$ cat config.mk
export PLATFORM = sky130hd
export DESIGN_NAME = onewire_slave_link_core
export DESIGN_NICKNAME = d
export VERILOG_FILES = /design/src/hdl/osl_pkg.sv /design/src/hdl/osl_step.sv /design/src/hdl/onewire_slave_link_core.sv
export SDC_FILE = /design/constraint.sdc
export NUM_CORES = 1
export LEC_CHECK = 0
export ABC_AREA = 1
export BUFFER_PORTS_ARGS = -buffer_cell sky130_fd_sc_hd__buf_2
export CAP_MARGIN = 20
export CORE_MARGIN = 8
export CORE_UTILIZATION = 50
export DETAILED_ROUTE_END_ITERATION = 8
export GPL_ROUTABILITY_DRIVEN = 1
export GPL_TIMING_DRIVEN = 0
export PLACE_DENSITY = 0.77
export SYNTH_ARGS = -nofsm -noshare
export SYNTH_HDL_FRONTEND = slang
export SYNTH_HIERARCHICAL = 1
export SYNTH_SLANG_ARGS = --single-unit
$ cat constraint.sdc
create_clock -name clk -period 3.85 [get_ports clk]
set_input_delay 0.1925 -clock clk [delete_from_list [all_inputs] [get_ports clk]]
set_output_delay 0.1925 -clock clk [all_outputs]
set_load 0.05 [all_outputs]
$ cat src/hdl/osl_pkg.sv
// ----------------------------------------------------------------------------
// osl_pkg
// types, codes and helpers for the one-wire slave link layer
// ----------------------------------------------------------------------------
package osl_pkg;

  localparam int unsigned BITS_PER_BYTE = 8;

  // request codes
  localparam logic [1:0] REQ_NONE = 2'd0;
  localparam logic [1:0] REQ_RX   = 2'd1;
  localparam logic [1:0] REQ_TX   = 2'd2;
  localparam logic [1:0] REQ_BAD  = 2'd3;

  // link state codes seen by the user
  localparam logic [1:0] LINK_WAIT_RESET = 2'd0;
  localparam logic [1:0] LINK_PRESENCE   = 2'd1;
  localparam logic [1:0] LINK_READY      = 2'd2;
  localparam logic [1:0] LINK_BUSY       = 2'd3;

  // configuration register indexes
  localparam logic [2:0] CFG_RESET_LOW     = 3'd0;
  localparam logic [2:0] CFG_PRESENCE_WAIT = 3'd1;
  localparam logic [2:0] CFG_PRESENCE_LOW  = 3'd2;
  localparam logic [2:0] CFG_SAMPLE_DELAY  = 3'd3;
  localparam logic [2:0] CFG_ZERO_LOW      = 3'd4;
  localparam logic [2:0] CFG_TIMEOUT       = 3'd5;

  // saturation limits of the counters
  localparam logic [9:0]  LOW_COUNT_MAX  = 10'd1023;
  localparam logic [15:0] IDLE_COUNT_MAX = 16'hFFFF;

  typedef enum logic [3:0] {
    PH_WAIT_RESET = 4'd0,
    PH_PRES_HIGH  = 4'd1,
    PH_PRES_DELAY = 4'd2,
    PH_PRES_DRIVE = 4'd3,
    PH_READY      = 4'd4,
    PH_RX_HIGH    = 4'd5,
    PH_RX_FALL    = 4'd6,
    PH_RX_SAMPLE  = 4'd7,
    PH_TX_HIGH    = 4'd8,
    PH_TX_FALL    = 4'd9,
    PH_TX_DRIVE   = 4'd10,
    PH_TX_RISE    = 4'd11
  } phase_t;

  typedef struct packed {
    logic       bus_level;
    logic [1:0] req_type;
    logic [7:0] tx_byte;
  } osl_in_t;

  typedef struct packed {
    logic       drive_low;
    logic       rx_valid;
    logic [7:0] rx_byte;
    logic       tx_done;
    logic       reset_seen;
    logic       timeout_seen;
    logic       req_rejected;
    logic [1:0] link_state;
  } osl_out_t;

  typedef struct packed {
    logic [9:0]  reset_low_ticks;
    logic [7:0]  presence_wait_ticks;
    logic [7:0]  presence_low_ticks;
    logic [5:0]  sample_delay_ticks;
    logic [6:0]  zero_low_ticks;
    logic [15:0] timeout_ticks;
  } osl_cfg_t;

  typedef struct packed {
    phase_t      phase;
    logic [7:0]  shift_reg;
    logic [3:0]  bit_count;
    logic [9:0]  delay_count;
    logic [9:0]  low_count;
    logic [15:0] idle_count;
    logic        prev_level;
    logic        timeout_armed;
    logic        reset_watch_on;
  } osl_state_t;

  localparam osl_cfg_t CFG_RESET = '{
    reset_low_ticks:     10'd480,
    presence_wait_ticks: 8'd15,
    presence_low_ticks:  8'd120,
    sample_delay_ticks:  6'd15,
    zero_low_ticks:      7'd30,
    timeout_ticks:       16'd8192
  };

  localparam osl_state_t STATE_RESET = '{
    phase:          PH_WAIT_RESET,
    shift_reg:      8'd0,
    bit_count:      4'd0,
    delay_count:    10'd0,
    low_count:      10'd0,
    idle_count:     16'd0,
    prev_level:     1'b1,
    timeout_armed:  1'b0,
    reset_watch_on: 1'b1
  };

  // a zero tick count behaves as one
  function automatic logic [15:0] at_least_one(input logic [15:0] v);
    return (v == 16'd0) ? 16'd1 : v;
  endfunction

  // user-visible link state of a phase
  function automatic logic [1:0] link_of(input phase_t ph);
    logic [1:0] code;
    case (ph)
      PH_PRES_HIGH, PH_PRES_DELAY, PH_PRES_DRIVE: code = LINK_PRESENCE;
      PH_READY: code = LINK_READY;
      PH_RX_HIGH, PH_RX_FALL, PH_RX_SAMPLE,
      PH_TX_HIGH, PH_TX_FALL, PH_TX_DRIVE, PH_TX_RISE: code = LINK_BUSY;
      default: code = LINK_WAIT_RESET;
    endcase
    return code;
  endfunction

endpackage

$ cat src/hdl/osl_step.sv
// ----------------------------------------------------------------------------
// osl_step
// one bus tick of the link layer: next state and result from state and item
// ----------------------------------------------------------------------------
module osl_step import osl_pkg::*; (
  input  osl_state_t state,
  input  osl_cfg_t   cfg,
  input  osl_in_t    item,
  output osl_state_t state_next,
  output osl_out_t   res
);

  osl_state_t st;
  osl_out_t   r;
  logic       lvl;
  logic       fall;
  logic       tmo;
  logic [2:0] sh;

  always_comb begin
    st   = state;
    r    = '0;
    lvl  = item.bus_level;
    fall = state.prev_level & ~item.bus_level;
    tmo  = 1'b0;
    sh   = state.bit_count[2:0];

    // low time follows the sampled bus, saturating
    if (!lvl) begin
      if (st.low_count != LOW_COUNT_MAX) st.low_count = st.low_count + 10'd1;
    end else begin
      st.low_count = '0;
    end

    // bad requests, and requests outside the ready phase, are refused
    if (item.req_type == REQ_BAD) begin
      r.req_rejected = 1'b1;
    end else if (item.req_type != REQ_NONE && state.phase != PH_READY) begin
      r.req_rejected = 1'b1;
    end

    if (!lvl && st.reset_watch_on &&
        16'(st.low_count) >= at_least_one(16'(cfg.reset_low_ticks))) begin
      // master reset wins over everything else
      r.reset_seen      = 1'b1;
      st.reset_watch_on = 1'b0;
      st.timeout_armed  = 1'b1;
      st.idle_count     = '0;
      st.phase          = PH_PRES_HIGH;
      st.delay_count    = '0;
    end else begin
      // session timeout on a long gap between falling edges
      if (st.timeout_armed) begin
        if (fall) st.idle_count = '0;
        else if (st.idle_count != IDLE_COUNT_MAX) st.idle_count = st.idle_count + 16'd1;
        if (st.idle_count >= at_least_one(cfg.timeout_ticks)) begin
          tmo               = 1'b1;
          r.timeout_seen    = 1'b1;
          st.timeout_armed  = 1'b0;
          st.idle_count     = '0;
          st.reset_watch_on = 1'b1;
          st.phase          = PH_WAIT_RESET;
        end
      end

      if (!tmo) begin
        case (st.phase)
          PH_PRES_HIGH: begin
            if (lvl) begin
              st.phase       = PH_PRES_DELAY;
              st.delay_count = '0;
            end
          end
          PH_PRES_DELAY: begin
            if (st.delay_count >= 10'(cfg.presence_wait_ticks)) begin
              st.phase       = PH_PRES_DRIVE;
              r.drive_low    = 1'b1;
              st.delay_count = 10'd1;
            end else begin
              st.delay_count = st.delay_count + 10'd1;
            end
          end
          PH_PRES_DRIVE: begin
            if (16'(st.delay_count) >= at_least_one(16'(cfg.presence_low_ticks))) begin
              st.phase          = PH_READY;
              st.reset_watch_on = 1'b1;
              st.delay_count    = '0;
            end else begin
              r.drive_low    = 1'b1;
              st.delay_count = st.delay_count + 10'd1;
            end
          end
          PH_READY: begin
            if (item.req_type == REQ_RX) begin
              st.phase     = PH_RX_HIGH;
              st.shift_reg = '0;
              st.bit_count = '0;
            end else if (item.req_type == REQ_TX) begin
              st.phase     = PH_TX_HIGH;
              st.shift_reg = item.tx_byte;
              st.bit_count = '0;
            end
          end
          PH_RX_HIGH: begin
            if (lvl) st.phase = PH_RX_FALL;
          end
          PH_RX_FALL: begin
            if (!lvl) begin
              st.phase       = PH_RX_SAMPLE;
              st.delay_count = '0;
            end
          end
          PH_RX_SAMPLE: begin
            // sample the bit the configured sample delay after its falling edge
            st.delay_count = st.delay_count + 10'd1;
            if (16'(st.delay_count) >= at_least_one(16'(cfg.sample_delay_ticks))) begin
              st.shift_reg   = st.shift_reg | (8'(lvl) << sh);
              st.bit_count   = st.bit_count + 4'd1;
              st.delay_count = '0;
              if (32'(st.bit_count) >= BITS_PER_BYTE) begin
                r.rx_valid = 1'b1;
                r.rx_byte  = st.shift_reg;
                st.phase   = PH_READY;
              end else begin
                st.phase = PH_RX_HIGH;
              end
            end
          end
          PH_TX_HIGH: begin
            if (lvl) st.phase = PH_TX_FALL;
          end
          PH_TX_FALL: begin
            if (!lvl) begin
              if (st.shift_reg[0]) begin
                st.phase = PH_TX_RISE;
              end else begin
                st.phase       = PH_TX_DRIVE;
                r.drive_low    = 1'b1;
                st.delay_count = 10'd1;
              end
            end
          end
          PH_TX_DRIVE: begin
            // zero bit held low, then the bit is done
            if (16'(st.delay_count) >= at_least_one(16'(cfg.zero_low_ticks))) begin
              st.delay_count = '0;
              st.shift_reg   = st.shift_reg >> 1;
              st.bit_count   = st.bit_count + 4'd1;
              if (32'(st.bit_count) >= BITS_PER_BYTE) begin
                st.phase  = PH_READY;
                r.tx_done = 1'b1;
              end else begin
                st.phase = PH_TX_HIGH;
              end
            end else begin
              r.drive_low    = 1'b1;
              st.delay_count = st.delay_count + 10'd1;
            end
          end
          PH_TX_RISE: begin
            // one bit ends when the master releases the bus
            if (lvl) begin
              st.shift_reg = st.shift_reg >> 1;
              st.bit_count = st.bit_count + 4'd1;
              if (32'(st.bit_count) >= BITS_PER_BYTE) begin
                st.phase  = PH_READY;
                r.tx_done = 1'b1;
              end else begin
                st.phase = PH_TX_FALL;
              end
            end
          end
          // waiting for reset and unused codes
          default: begin
            st.phase = PH_WAIT_RESET;
          end
        endcase
      end
    end

    st.prev_level = lvl;
    r.link_state  = link_of(st.phase);
    state_next    = st;
    res           = r;
  end

endmodule

$ cat src/hdl/onewire_slave_link_core.sv
// ----------------------------------------------------------------------------
// onewire_slave_link_core
// one-wire slave link layer: reset detect, presence, byte receive and send
// ----------------------------------------------------------------------------
// Each request carries one sampled bus level (one tick) and an optional byte
// receive or send command; each produces exactly one result with the bus
// drive and event flags for that tick. The block takes one request per
// clock unless its buffers are full: a request is registered, stepped
// through the link state and written to the result register. A two-entry
// result buffer (result register plus skid register) keeps requests flowing
// while a result waits; requests stall only when both entries are full.
// Configuration writes are accepted every cycle and take effect on the
// next tick stepped.
module onewire_slave_link_core import osl_pkg::*; (
  input  logic        clk,
  input  logic        rst,
  input  logic        item_valid,
  output logic        item_ready,
  input  osl_in_t     item,
  output logic        result_valid,
  input  logic        result_ready,
  output osl_out_t    result,
  input  logic        cfg_valid,
  output logic        cfg_ready,
  input  logic [2:0]  cfg_index,
  input  logic [15:0] cfg_data
);

  osl_cfg_t   cfg;
  osl_state_t state;
  osl_state_t state_next;
  osl_out_t   step_res;

  logic       stage_valid;
  osl_in_t    stage_item;
  logic       skid_valid;
  osl_out_t   skid;
  logic       fire;
  logic       pop;

  assign cfg_ready  = 1'b1;
  assign fire       = stage_valid & ~skid_valid;
  assign pop        = result_valid & result_ready;
  assign item_ready = ~stage_valid | fire;

  // configuration registers
  always_ff @(posedge clk) begin
    if (rst) begin
      cfg <= CFG_RESET;
    end else if (cfg_valid && cfg_ready) begin
      case (cfg_index)
        CFG_RESET_LOW:     cfg.reset_low_ticks     <= cfg_data[9:0];
        CFG_PRESENCE_WAIT: cfg.presence_wait_ticks <= cfg_data[7:0];
        CFG_PRESENCE_LOW:  cfg.presence_low_ticks  <= cfg_data[7:0];
        CFG_SAMPLE_DELAY:  cfg.sample_delay_ticks  <= cfg_data[5:0];
        CFG_ZERO_LOW:      cfg.zero_low_ticks      <= cfg_data[6:0];
        CFG_TIMEOUT:       cfg.timeout_ticks       <= cfg_data;
        default: ;
      endcase
    end
  end

  // input register
  always_ff @(posedge clk) begin
    if (rst) begin
      stage_valid <= 1'b0;
    end else if (item_valid && item_ready) begin
      stage_valid <= 1'b1;
    end else if (fire) begin
      stage_valid <= 1'b0;
    end
  end

  always_ff @(posedge clk) begin
    if (item_valid && item_ready) begin
      stage_item <= item;
    end
  end

  // tick logic
  osl_step u_step (
    .state      (state),
    .cfg        (cfg),
    .item       (stage_item),
    .state_next (state_next),
    .res        (step_res)
  );

  // link state advances once per stepped request
  always_ff @(posedge clk) begin
    if (rst) begin
      state <= STATE_RESET;
    end else if (fire) begin
      state <= state_next;
    end
  end

  // result register with skid entry
  always_ff @(posedge clk) begin
    if (rst) begin
      result_valid <= 1'b0;
      skid_valid   <= 1'b0;
    end else if (!result_valid || pop) begin
      if (skid_valid) begin
        result_valid <= 1'b1;
        skid_valid   <= 1'b0;
      end else begin
        result_valid <= fire;
      end
    end else if (fire) begin
      skid_valid <= 1'b1;
    end
  end

  always_ff @(posedge clk) begin
    if (!result_valid || pop) begin
      if (skid_valid) begin
        result <= skid;
      end else if (fire) begin
        result <= step_res;
      end
    end else if (fire) begin
      skid <= step_res;
    end
  end

endmodule

Word level (Yosys, flattened, before mapping)
Memory sizes are Yosys's and may differ from the RTL's.
Index checks and enable logic that the tools add are counted.
{"block": "totals", "ff_bits": 156, "latchBits": 0, "ram_bits": 0, "rom_bits": 32, "output_inout_bits": 19, "n_memories": 1}
{"name": "(name not given)", "words": 16, "word_bits": 2, "read_ports": 1, "rd_ports_with_merged_regs": 0, "write_ports": 0, "line_no": "osl_pkg.sv:115", "source": "case (ph)"}
{"block": "classes", "addsub": 4, "multipliers": 0, "n_div": 0, "magnitude_cmp": 7, "n_eq_ne": 31, "shift": 1, "n_mux": 79, "bitwise_logic": 11, "reduce_logical": 31}
{"op": "two-way mux 16 bit", "count": 14}
{"op": "two-way mux 10 bit", "count": 11}
{"op": "one-hot mux 10 bit (7 select lines)", "count": 1}
{"op": "greater-or-equal comparator 10 x 16 -> 1 bit", "count": 4}
{"op": "two-way mux 26 bit", "count": 2}
{"op": "two-way mux 4 bit", "count": 13}
{"op": "one-hot mux 12 bit (4 select lines)", "count": 1}
{"op": "one-hot mux 4 bit (11 select lines)", "count": 1}
{"op": "two-way mux 9 bit", "count": 3}
{"op": "two-way mux 1 bit", "count": 23}
{"op": "two-way mux 11 bit", "count": 2}
{"op": "adder 10 x 1 -> 10 bit (second input constant)", "count": 2}
{"op": "AND reduction 2 bit", "count": 9}
{"op": "adder 16 x 1 -> 16 bit (second input constant)", "count": 1}
{"op": "equality test 4 x 3 -> 1 bit (second input constant)", "count": 4}
{"op": "equality test 4 bit (second input constant)", "count": 4}
{"op": "greater-or-equal comparator 16 bit", "count": 1}
{"op": "logical NOT 16 bit", "count": 1}
{"op": "inequality test 16 bit (second input constant)", "count": 1}
{"op": "inequality test 3 x 2 -> 1 bit (second input constant)", "count": 4}
{"op": "greater-or-equal comparator 10 x 8 -> 1 bit", "count": 1}
{"op": "logical NOT 10 bit", "count": 1}
{"op": "inequality test 10 bit (second input constant)", "count": 1}
{"op": "equality test 4 x 2 -> 1 bit (second input constant)", "count": 2}
{"op": "36 further kinds", "count": 57}

Logic depth before layout (Yosys ltp)
Gate-level depths: netlist (run 1).
An unclocked memory read counts as a cell.
{"block": "logic_depth", "depth_word": 18, "ltp_mapped": 31}

Modules after synthesis
The synthesis (run 1) kept the hierarchy.
{"module": "onewire_slave_link_core", "instances": 1, "cells_each": 660, "area_each_um2": 5656.7, "seq_area_each_um2": 3553.4}
{"module": "osl_step", "instances": 1, "cells_each": 967, "area_each_um2": 5371.4, "seq_area_each_um2": 0.0}

Worst setup path before layout (run 1)
OpenSTA, ideal clock, no wires.
{"block": "synth_path", "path_type": "reg-to-reg", "start": "reg, netlist name state[3]", "end": "reg result[1] in the netlist's numbering, data pin", "setup_ns": 0.252, "arrival_time_ns": 3.165, "required_time_ns": 3.598, "path_slack_ns": 0.433, "path_stages_with_launch": 27, "n_path_buf": 1, "synth_period_minus_slack_ns": 3.417, "path_cell_list": "dfxtp_1 > ha_1 > nand2_1 > nor3_2 > nand2_1 > nor2_2 > nand3_2 > nand4_1 > a21oi_1 > o21ai_0 > inv_1 > ha_1 > a21oi_1 > o21ai_1 > a21oi_2 > nand2_4 > nand2_8 > buf_12 > nand2_4 > nor2_4 > nand2_1 > o211ai_1 > nand3_1 > nand2_1 > nand2_1 > nand2_1 > nand2_1"}
{"item": "end signal, assigned", "line_no": "onewire_slave_link_core.sv:118", "source": "result <= skid;"}
{"item": "end signal, assigned", "line_no": "onewire_slave_link_core.sv:120", "source": "result <= step_res;"}
{"item": "end, declared", "line_no": "onewire_slave_link_core.sv:22", "source": "output osl_out_t result,"}

==> results of run 1 <==
[sequential cells by signal (all words and copies together), names as in the netlist]
register	flops
cfg	55
result	16
result_valid	1
skid	16
skid_valid	1
stage_item	11
stage_valid	1
state	55
[per-stage QoR]
stage	std cells	power (W)
3_3_place_gp	1959	0.00274
2_1_floorplan	1627	0.00253
4_1_cts	2024	0.00443
5_1_grt	2045	0.00468
3_5_place_dp	1961	0.00276
6_report	2045	0.00448
[cells by family (layout without fill, tap and decap cells)]
logic type,Yosys count,in the layout,share of synthesized area
AO/OA/AOI/OAI,253,253,0.136
adder cells (fa/ha/maj),61,61,0.0692
buffers and inverters,270,408,0.106
XOR/XNOR,13,13,0.0103
AND/OR/NAND/NOR,873,873,0.356
other,1,1,0.000340
flip-flops,156,156,0.322
[worst max-delay path by stage]
stage / start / end / slack [ns] / cells after the start
floorplan: state[3]$_SDFFE_PP0P_ / result[1]$_DFFE_PP_ / 0.43 / 26
global route: state[3]$_SDFFE_PP0P_ / result[0]$_DFFE_PP_ / -0.07 / 27
global placement: stage_item[10]$_DFFE_PP_ / result[0]$_DFFE_PP_ / -0.32 / 20
CTS: state[4]$_SDFFE_PP0P_ / result[0]$_DFFE_PP_ / 0.004 / 26
finish: state[3]$_SDFFE_PP0P_ / result[1]$_DFFE_PP_ / 0.13 / 29
detailed placement: state[3]$_SDFFE_PP0P_ / result[1]$_DFFE_PP_ / -0.34 / 27
[final cells by class]
cell class | count | area, µm²
clock buffer | 17 | 425
buffer | 68 | 410
fill | 2006 | 8710
multi-input combinational | 1201 | 6600
tap | 280 | 350
sequential | 156 | 3580
clock inverter | 15 | 136
timing repair buffer | 107 | 764
inverter | 201 | 776
[power groups by stage]
stage	Clock (W)	Sequential, W	Combinational, W
after floorplan	0	0.00189	0.000634
after global placement	0	0.00188	0.000860
after detailed placement	0	0.00188	0.000882
after CTS	0.00167	0.00185	0.000921
after global routing	0.00173	0.00186	0.00109
final	0.00165	0.00185	0.000987
[worst min-delay path, delay by kind of cell]
family                 cells  cell delay [ns]
buffers and inverters      1             0.11
and+or+nand+nor            2             0.10
[metal layers]
| metal | wire length, µm | share of wire | global-route usage | up-vias |
|---|---|---|---|---|
| met2 | 14900 | 0.46 | 0.383 | 490 |
| met3 | 2440 | 0.076 | 0.0416 | 79 |
| met5 | 0 | 0 | 0 | - |
| met1 | 13800 | 0.43 | 0.293 | 5237 |
| met4 | 980 | 0.031 | 0.0958 | 0 |
| li1 | - | - | - | 5615 |
[placed cells by master, fill, tap and decap left out, types with 44 or more instances in the layout]
master / Yosys / final
nand2_1: 311 / 300
buf_2: 28 / 81
nand3_1: 137 / 133
dfxtp_1: 113 / 99
inv_1: 182 / 178
o21ai_0: 106 / 86
a21oi_1: 56 / 46
ha_1: 61 / 57
nor2_1: 309 / 298
buf_4: 11 / 44
[repair_timing]
item,4_1_cts,5_1_grt
gates cloned,0,1
pin swaps,23,42
hold endpoints to repair,17,0
buffers inserted,16,20
hold buffers,15,0
endpoints found under the setup margin,64,70
resized for setup,38,86
==> results.toml, run 1 <==
[power_and_ir_drop]
peakVddDrop_mv = 0.304
clkPwrFrac = 0.367
power_leakage_nw = 6.05
p_comb_frac = 0.220
power_density_nw_per_um2 = 344
switching_power_w = 0.00148
swShare = 0.331
seqPwrFrac = 0.412
intPower_w = 0.00300

[hold_path]
hold_path_end = "cfg[53]$_SDFFE_PP1P_"
hold_depth = 3
hp-class = "input port to register"
min_from = "cfg_data[8]"

[global_route]
grt_overflow = 0
grt_max_degree = 17
globalRouteTotalUtil = 0.232
grt_pass1_wl_um = 50900
antenna_found_initial = 0
grt_pass1_vias = 10500

[clock_network]
cts_buffers = 17
clk_latency_ns = 0.43
cts_tree = "yes"
h-tree-depth = 4
cts.path.max_buffers = 2
cts_root_buf = "clkbuf_16"
clock-sinks = 156
clk_pin_slew_ns = 0.07

[placed_design]
dp_hpwl_um = 23200
place_ws_ns = -0.344
place.gp.congestion = 0.938
dpl-instance-area_um2 = 11700
port_buffers = 52

[timing]
setup_ws_ns = 0.134
setup_viol_count_final = 0
min_period_over_period = 0.965
max_freq_mhz = 269
rsz0062_at_grt = "yes"
final-max-slew-violation-count = 0
holdWs_ns = 0.00710
tightestPinTransition_ns = 0.865
period_minus_slack_ns = 3.72
relSlewSlack = 0.423
setup_tns_ns = 0
final.setup_skew_ns = 0.0107
final_hold_viol_count = 0

[synthesis]
yosysSeqAreaShare = 0.322
yosysMostFrequentCell = "nand2_1"
synth_common_cells = "nand2_1 (311), nor2_1 (309), inv_1 (182)"
synth_top_area_frac = 0.205
synthArstFlopShare = 0
synth.distinct_cells = 55
synth_area_um2 = 11000
synth_warnings = 6
yosys-top-cells-area = "dfxtp_1 (21%), edfxtp_1 (12%), nand2_1 (11%)"
synth_edf_count = 43
post_synth_inst_count = 1627
syn-num-nets = 1723
syn_area_per_cell_um2 = 6.78
synth_seq_cells = 156
ys.flop_type = "dfxtp_1"
yosysTopAreaCell = "dfxtp_1"

[worst_setup_path]
path_max_fanout = 6
critPathCaptureType = "register"
rrSetupSlack_ns = 0.13
crit_top_cell = "nand2_1"
timing.critical_path.buf_inv = 1
critPathSlowestCell = "dfxtp_4"
r2r_cells = 29
slowest_delay_ns = 0.36
cp_data_required_time_ns = 4.04
critPathLaunchType = "register"
rr_startpoint = "state[3]$_SDFFE_PP0P_"
critPathArrivalTime_ns = 3.90
critPathKind = "register to register"
r2r-end = "result[1]$_DFFE_PP_"
crit_family = "simple AND/OR/NAND/NOR gates"

[status]
status = "finished, final reports clean"

[floorplanning]
start_util = 0.507
io_pins = 54
core-area_um2 = 21800
dieArea_um2 = 27100
die_w_um = 165
rows = 54
dieHeight_um = 165

[run]
cap_viol_max_count = 0

[layout]
finalNetCount = 1848
drive_gt1_frac = 0.182
stdcell_area_um2 = 13000
area_growth_pct = 18.3
num_antenna_cells = 0
final_util = 0.599

[drt]
wl_um = 32100
drtPass1Iterations = 8
viasPerCell = 5.58
ant_nets = 0
drc_errors = 0
drt_iter0_markers = 1162
vias = 11400
routedWlPerCell_um = 15.7
Power figures use the tool's default switching activity.
==> run 2: changes to the inputs <==
--- a/config.mk
+++ b/config.mk
@@ -10,6 +10,7 @@
 export CAP_MARGIN = 20
 export CORE_MARGIN = 8
 export CORE_UTILIZATION = 50
+export CTS_BUF_LIST = sky130_fd_sc_hd__clkbuf_8
 export DETAILED_ROUTE_END_ITERATION = 8
 export GPL_ROUTABILITY_DRIVEN = 1
 export GPL_TIMING_DRIVEN = 0
==> results.toml, run 2 (synthesized netlist as in run 1, its figures left out) <==
[timing]
final.setup_skew_ns = 0.0162
setup_viol_count_final = 0
min_period_over_period = 0.967
rsz0062_at_grt = "yes"
max_freq_mhz = 269
setup_tns_ns = 0
relSlewSlack = 0.392
setup_ws_ns = 0.127
tightestPinTransition_ns = 0.911
period_minus_slack_ns = 3.72
final_hold_viol_count = 0
final-max-slew-violation-count = 0

[drt]
wl_um = 32400
viasPerCell = 5.56
routedWlPerCell_um = 15.7
ant_nets = 0
drtPass1Iterations = 7
drc_errors = 0
drt_iter0_markers = 1143
vias = 11500

[layout]
drive_gt1_frac = 0.184
area_growth_pct = 18.0
nFillCells = 2016
num_antenna_cells = 0
finalNetCount = 1865
layout_commonest_cell = "nor2_1"
final_cell_mix = "nor2_1 (301), nand2_1 (300), inv_1 (177), nand3_1 (134), dfxtp_1 (99)"
reg.largest.list = "cfg: 55 flops, state: 55 flops"
final_util = 0.598

[clock_network]
clock-sinks = 156
h-tree-depth = 4
cts_buffers = 17
cts_tree = "yes"
cts_root_buf = "clkbuf_8"
clk_latency_ns = 0.47
cts.path.max_buffers = 2
clk_pin_slew_ns = 0.09

[worst_setup_path]
critPathSlowestCell = "dfxtp_4"
crit_family = "simple AND/OR/NAND/NOR gates"
critPathCaptureType = "register"
cp_data_required_time_ns = 4.09
timing.critical_path.buf_inv = 1
critPathKind = "register to register"
critPathLaunchType = "register"
path_max_fanout = 6
crit_top_cell = "nand2_1"
slowest_delay_ns = 0.37
critPathArrivalTime_ns = 3.96

[floorplanning]
rows = 54
core-area_um2 = 21800
dieArea_um2 = 27100
die_w_um = 165
dieHeight_um = 165
start_util = 0.507
io_pins = 54

[placed_design]
port_buffers = 52
place_ws_ns = -0.344
dp_hpwl_um = 23200
place.gp.congestion = 0.938

[global_route]
grt_pass1_vias = 10500
globalRouteTotalUtil = 0.231
grt_pass1_wl_um = 50700
grt_overflow = 0
antenna_found_initial = 0
grt_max_degree = 17

[status]
status = "finished, final reports clean"

[power_and_ir_drop]
power_leakage_nw = 6.05
peakVddDrop_mv = 0.224
power_density_nw_per_um2 = 313

[hold_path]
hp-class = "input port to register"

[run]
cap_viol_max_count = 0
run 2: changes by cell type in the layout (fill, tap and decap cells not counted), sizes merged:
cell | previous run | this run
dlygate4sd3 | 15 | 23
nand2 | 327 | 328
buf | 137 | 145
run 2: tightest hold or removal path: cells and delay by family:
kind / cells / cell delay (ns)
buffers and inverters: 2 / 0.10
AND/OR/NAND/NOR: 3 / 0.18
run 2: layout make-up:
cell class	count	area, µm²	area share
repair buffers	123	890	0.0683
multi-input cells	1202	6630	0.509
plain buffers	68	419	0.0322
clock inverters	15	136	0.0105
clock buffers	17	234	0.0180
well taps	280	350	0.0269
inverters	201	778	0.0598
flip-flops and latches	156	3580	0.275
run 2: per-layer routing:
metal	share of wire	GRT usage	up-vias
met5	0	0	-
met4	0.031	0.0966	0
met3	0.078	0.0446	95
met2	0.46	0.381	491
met1	0.43	0.290	5228
li1	-	-	5654
run 2: final timing paths:
| path | endpoint | slack, ns | depth (start not counted) | startpoint |
|---|---|---|---|---|
| worst max register to register | result[1]$_DFFE_PP_ | 0.13 | 29 | state[3]$_SDFFE_PP0P_ |
| worst max-delay path | result[1]$_DFFE_PP_ | 0.13 | 29 | state[3]$_SDFFE_PP0P_ |
| worst min-delay path | cfg[11]$_SDFFE_PP0P_ | 0.03 | 5 | cfg_data[11] |
| worst min register to register | cfg[24]$_SDFFE_PP1P_ | 0.48 | 2 | cfg[24]$_SDFFE_PP1P_ |
run 2: what timing repair did:
item / CTS / global route
endpoints found under the setup margin: 65 / 69
buffers inserted: 18 / 26
hold buffers: 23 / 0
cloned: 0 / 2
resized for setup: 39 / 91
endpoints found under the hold margin: 31 / 0
pin swaps: 23 / 29
run 2: power by group:
part / leakage, nW / internal, W / total (W) / switching [W]
logic: 4.56 / 0.000352 / 0.00101 / 0.000663
registers: 1.31 / 0.00176 / 0.00185 / 0.0000828
clock network: 0.178 / 0.000518 / 0.00121 / 0.000696
total: 6.05 / 0.00264 / 0.00408 / 0.00144
run 2: per-stage QoR:
stage          total power, W  cells  hold WS (ns)  instance area (µm²)
2_1_floorplan         0.00253   1627         0.262                11000
3_3_place_gp          0.00274   1959         0.370                11600
3_5_place_dp          0.00276   1961         0.371                11700
4_1_cts               0.00400   2034        0.0140                12500
5_1_grt               0.00427   2062        0.0564                13000
6_report              0.00408   2062        0.0337                13000
